==> src/rtl/core/convex_hull_point_query_defines.svh <==
// Assertion macros shared by the point query RTL.
// Depends on nothing; included by the top level.
`ifndef CONVEX_HULL_POINT_QUERY_DEFINES_SVH
`define CONVEX_HULL_POINT_QUERY_DEFINES_SVH

// Same-cycle implication under synchronous active-low reset
`define CHPQ_ASSERT_NOW(label, clk, rst_n, ante, cons) \
    label: assert property (@(posedge clk) disable iff (!rst_n) (ante) |-> (cons)) \
        else $error("chpq assertion failed");

// Next-cycle implication under synchronous active-low reset
`define CHPQ_ASSERT_NXT(label, clk, rst_n, ante, cons) \
    label: assert property (@(posedge clk) disable iff (!rst_n) (ante) |=> (cons)) \
        else $error("chpq assertion failed");

`endif

==> src/rtl/core/chpq_ram.sv <==
// Generic single-write, single-read RAM with registered read data.
// No dependencies.
module chpq_ram #(
    parameter int WIDTH = 8,
    parameter int DEPTH = 16
) (
    input  logic                     i_clk,
    input  logic                     i_we,
    input  logic [$clog2(DEPTH)-1:0] i_waddr,
    input  logic [WIDTH-1:0]         i_wdata,
    input  logic [$clog2(DEPTH)-1:0] i_raddr,
    output logic [WIDTH-1:0]         o_rdata
);
    logic [WIDTH-1:0] r_mem [DEPTH];
    logic [WIDTH-1:0] r_rdata;

    // Write on enable, read every cycle
    always_ff @(posedge i_clk) begin
        if (i_we) begin
            r_mem[i_waddr] <= i_wdata;
        end
        r_rdata <= r_mem[i_raddr];
    end

    assign o_rdata = r_rdata;
endmodule

==> config.mk <==
export PLATFORM = sky130hd
export DESIGN_NAME = chpq_ram
export DESIGN_NICKNAME = d
export VERILOG_FILES = /design/src/rtl/core/convex_hull_point_query_defines.svh /design/src/rtl/core/chpq_ram.sv
export SDC_FILE = /design/constraint.sdc
export NUM_CORES = 1
export LEC_CHECK = 0
export ABC_AREA = 1
export BUFFER_PORTS_ARGS = -buffer_cell sky130_fd_sc_hd__buf_2
export CAP_MARGIN = 20
export CORE_MARGIN = 1
export CORE_UTILIZATION = 40
export DETAILED_ROUTE_END_ITERATION = 16
export SLEW_MARGIN = 20
export SYNTH_ARGS = -nofsm -noshare
export SYNTH_HDL_FRONTEND = slang
export SYNTH_SLANG_ARGS = --single-unit
export TNS_END_PERCENT = 30
==> constraint.sdc <==
create_clock -name i_clk -period 1.75 [get_ports i_clk]
set_input_delay 0 -clock i_clk [delete_from_list [all_inputs] [get_ports i_clk]]
set_output_delay 0 -clock i_clk [all_outputs]
set_load 0.005 [all_outputs]
# Yosys cells after proc, flatten, opt, wreduce, memory -nomap -nowiden
# Memory sizes are Yosys's and may differ from the RTL's. A register that Yosys moved wholly into a read port is not among the register bits.
# Cells that the tools add are included.
totals:
  regBits: 0
  latch_bits: 0
  ram_bits: 128
  mem_bits_ro: 0
  inputBits: 18
  output_inout_bits: 8
  elab_cells: 3
  memories: 1
classes:
  add_sub_neg: 0
  n_mul: 0
  n_div: 0
  order_cmp: 0
  eq_ne: 0
  shift: 0
  mux: 2
  bitwise_logic: 0
  n_reduce_logical: 0
memory_table:
  columns: ["name", "depth", "width", "read_ports", "rd_clocked_by_memory_dff", "wr", "line_no", "text"]
  rows:
  - ["r_mem", 16, 8, 1, 1, 1, "chpq_ram.sv:14", "logic [WIDTH-1:0] r_mem [DEPTH];"]
op_table:
  columns: ["operator", "count"]
  rows:
  - ["$mux W1", 2]

# Depth between registers and ports, before layout
logic_depth:
  depth_word: 2
  depth_mapped: 8
  ltp_nobuf: 7

# Least setup slack after synthesis
# Ideal clock, no wire load.
synth_path:
  path_type: "input to register"
  from: "in i_waddr[2]"
  to: "mem r_mem[10][0] (enable)"
  t_arrival_ps: 581
  required_ps: 1380
  setup_slack_ps: 799
  path_stages: 2
  cell_sequence: "nand3b_1 > nor2_1"
synth_rtl:
  columns: ["item", "line_no", "text"]
  rows:
  - ["from (decl)", "chpq_ram.sv:9", "input logic [$clog2(DEPTH)-1:0] i_waddr,"]
  - ["to (decl)", "chpq_ram.sv:14", null]
# Straight into the memory's write port.

==> impl_metrics.py <==
metrics = {
    "status": {
        "status": "completed",
    },
    "setup_path": {
        "critical_path_source_type": "register",
        "worstPathBufferInverterCount": 1,
        "timing.critical_path.mode_cell": "sky130_fd_sc_hd__nand3_1",
        "crit_path_start": "r_mem[13][0]$_DFFE_PP_",
        "critPathSlowestCell": "sky130_fd_sc_hd__edfxtp_1",
        "timing.reg2reg.setup_slack_ns": 0.71,
        "rr_worst_depth": 6,
        "worst-endpoint-arrival_ns": 1.33,
        "critPathCapture": "o_rdata[0]$_DFF_P_",
        "cp_top_family": "simple AND/OR/NAND/NOR gates",
        "timing.setup.critical_path_class": "reg -> reg",
        "slowest_delay_ns": 0.36,
        "timing.critical_path.required_ns": 2.05,
        "critPathMaxFanout": 1,
        "cells_traversed_along_the_worst_timing_path": "inv_1 > nand2_1 > nand3_1 > nand3_1 > nand3_1 > nand2_1",
        "worstReg2RegStart": "r_mem[13][0]$_DFFE_PP_",
        "timing.critical_path.depth": 6,
        "reg2reg_to": "o_rdata[0]$_DFF_P_",
        "critical_path_end_type": "register",
    },
    "cts": {
        "cts_tree": "yes",
        "holdBufCountCts": 1,
        "cts_sinks": 136,
        "numCtsBuffers": 17,
        "clock_tree.htree_level_count": 4,
        "cts_buffer_depth": 2,
        "clk_root_buf": "sky130_fd_sc_hd__clkbuf_16",
        "clkLatencyLatePin_ns": 0.41,
        "clkTransAtPathRegs_ns": 0.06,
        "cts_resized": 0,
        "cts_post_setup_buffers_inserted": 0,
    },
    "logic_synthesis": {
        "synth_cell_types": 12,
        "yosys_warnings": 0,
        "synth_largest_area_cell": "sky130_fd_sc_hd__edfxtp_1",
        "synth_fp_nets": 569,
        "postSynthAreaPerCell_um2": 10.47,
        "netlist.area_leader.share": 0.6665,
        "cell_area_after_synthesis_um2": 5767,
        "post_synth_inst_count": 551,
        "yosys-top-cells-area": "sky130_fd_sc_hd__edfxtp_1, sky130_fd_sc_hd__nand2_1, sky130_fd_sc_hd__nand3_1, sky130_fd_sc_hd__inv_1, sky130_fd_sc_hd__dfxtp_1",
        "postSynthRegisterBits": 136,
        "yosysSeqAreaShare": 0.6943,
    },
    "sta": {
        "final_max_slew_viol_count": 0,
        "setup_ws_ns": 0.7130,
        "final.min_clock_period_ns": 1.037,
        "tightestPinTransition_ns": 0.6430,
        "max_freq_ghz": 0.9643,
        "number_of_hold_violations_in_the_final_report": 0,
        "post-route-period-util": 0.5926,
        "timing.final.setup_violations": 0,
        "fin_tns_setup_ns": 0,
        "worst_clock_skew_ns": 0.004488,
        "timing.slew.headroom": 0.5697,
        "grt_setup_unrepaired": "no",
    },
    "place": {
        "pre_cts_ws_ns": 0.5215,
        "gp_congestion": 0.8036,
        "port_buffers": 25,
        "hpwl_um": 7751,
    },
    "detailed_routing": {
        "detailedRoute.firstPassIterationCount": 5,
        "detail_route.wl_per_cell_um": 16.28,
        "antenna_violating_nets_post_route": 0,
        "dr.first_iter.drc_count": 248,
        "vias_per_cell": 4.793,
        "route.detailed.drc": 0,
        "wirelength_um": 12710,
        "routed-via-count": 3743,
    },
    "die": {
        "die_x_um": 122.1,
        "die_area_um2": 14900,
        "dieHeight_um": 122.1,
        "initial_core_util": 0.4123,
        "i_o_pin_cnt": 26,
        "core_area_um2": 13990,
        "rows": 43,
    },
    "cells_and_area": {
        "post_route_cells_drive_above_1_share": 0.1131,
        "antenna_cells_inserted": 0,
        "num-fill-cells": 1275,
        "area_delta_synth_final_pct": 15.75,
        "num-nets-final": 606,
        "final_core_utilization": 0.4772,
    },
    "power": {
        "logic_pwr_share": 0.057,
        "power_per_unit_of_standard_cell_area_nw_per_um2": 1132,
        "max-vdd-ir-drop_mv": 0.6350,
        "power_w": 0.007556,
        "power.share.switching": 0.2088,
        "cell_leakage_power_nw": 2.890,
        "p_sw_w": 0.001578,
        "power.clock.fraction": 0.457,
        "seq_power_share": 0.486,
        "internal_power_w": 0.005978,
    },
    "global_routing": {
        "grt_pass1_vias": 3619,
        "maximum_number_of_pins_on_one_net_before_global_route_repair": 65,
        "grt-ovfl-total": 0,
        "track_usage": 0.1869,
        "initial_antenna_violation_count": 0,
        "grt_pass1_wl_um": 19920,
    },
    "hold_path": {
        "hold_path_class": "in -> reg",
    },
    "job": {
        "max_cap_violations": 0,
    },
}
[cell families (layout without fill, tap and decap cells)]
group	count (synthesis)	count (layout)	synth area share
buffers and inverters	126	176	0.09525
DFF	136	136	0.6943
and+or+nand+nor	289	289	0.2105
[cell type report]
class	instances	area [um^2]	share of cell area
Timing Repair Buffer	42	280.3	0.04199
Tap cell	180	225.2	0.03374
Sequential cell	136	4004	0.5998
Inverter	102	382.9	0.05736
Multi-Input combinational cell	289	1214	0.1818
Clock inverter	12	132.6	0.01987
Clock buffer	20	436.7	0.06542
[worst reg2reg max path: stages, from the launching register on]
cell and delay, ns:
sky130_fd_sc_hd__edfxtp_1 0.36, sky130_fd_sc_hd__inv_1 0.06, sky130_fd_sc_hd__nand2_1 0.05, sky130_fd_sc_hd__nand3_1 0.09, sky130_fd_sc_hd__nand3_1 0.12, sky130_fd_sc_hd__nand3_1 0.17, sky130_fd_sc_hd__nand2_1 0.08
[cell usage after synthesis, drive strengths merged]
library cell / n
dfxtp: 8
inv: 102
nand2: 173
nand3: 97
nand3b: 2
buf: 24
edfxtp: 128
nor2: 17
[worst min path at each step]
stage	startpoint	to	slack [ns]	cells past startpoint
6_report	i_wdata[1]	r_mem[3][1]$_DFFE_PP_	0.01	1
5_1_grt	i_wdata[3]	r_mem[11][3]$_DFFE_PP_	0.02	1
4_1_cts	i_wdata[3]	r_mem[11][3]$_DFFE_PP_	0.006	1
3_5_place_dp	i_raddr[3]	o_rdata[7]$_DFF_P_	0.35	3
3_3_place_gp	i_raddr[3]	o_rdata[7]$_DFF_P_	0.36	3
2_1_floorplan	i_wdata[0]	r_mem[0][0]$_DFFE_PP_	0.1	0
[flip-flops by register name (all words and copies together), names as in the netlist]
| register | flops |
|---|---|
| o_rdata | 8 |
| r_mem | 128 |
[power by group through the flow]
stage	Clock [W]	Combinational [W]	Sequential (W)
global route	0.00363	0.000482	0.00368
CTS	0.00348	0.000437	0.00367
finish	0.00345	0.000432	0.00367
detailed placement	0	0.000433	0.00374
global placement	0	0.000427	0.00374
floorplan	0	0.000257	0.00373
[through the flow]
| step | area (um^2) | hold WS (ns) | instances |
|---|---|---|---|
| after floorplan | 5767 | 0.09887 | 551 |
| after global placement | 6096 | 0.3565 | 748 |
| after detailed placement | 6096 | 0.3546 | 748 |
| after CTS | 6675 | 0.005572 | 781 |
| after global routing | 6675 | 0.01536 | 781 |
| final | 6675 | 0.01101 | 781 |
[layer usage]
layer	track usage	vias up	share of wire	routed length [um]
met5	0	-	0	0
met4	0.08384	0	0.024	311
met3	0.04026	17	0.046	591
met2	0.2994	97	0.47	5986
met1	0.2435	1783	0.46	5824
li1	-	1846	-	-
[layout by cell type, fill, tap and decap left out, types with 4 or more instances in the layout]
| cell type | synthesis | layout |
|---|---|---|
| sky130_fd_sc_hd__buf_2 | 13 | 25 |
| sky130_fd_sc_hd__buf_4 | 4 | 14 |
| sky130_fd_sc_hd__clkbuf_16 | 0 | 17 |
| sky130_fd_sc_hd__clkinv_1 | 0 | 4 |
| sky130_fd_sc_hd__clkinv_2 | 0 | 4 |
| sky130_fd_sc_hd__dfxtp_1 | 8 | 8 |
| sky130_fd_sc_hd__edfxtp_1 | 128 | 128 |
| sky130_fd_sc_hd__inv_1 | 100 | 100 |
| sky130_fd_sc_hd__nand2_1 | 173 | 173 |
| sky130_fd_sc_hd__nand3_1 | 97 | 97 |
| sky130_fd_sc_hd__nor2_1 | 17 | 17 |
(Power assumes the default switching activity.)
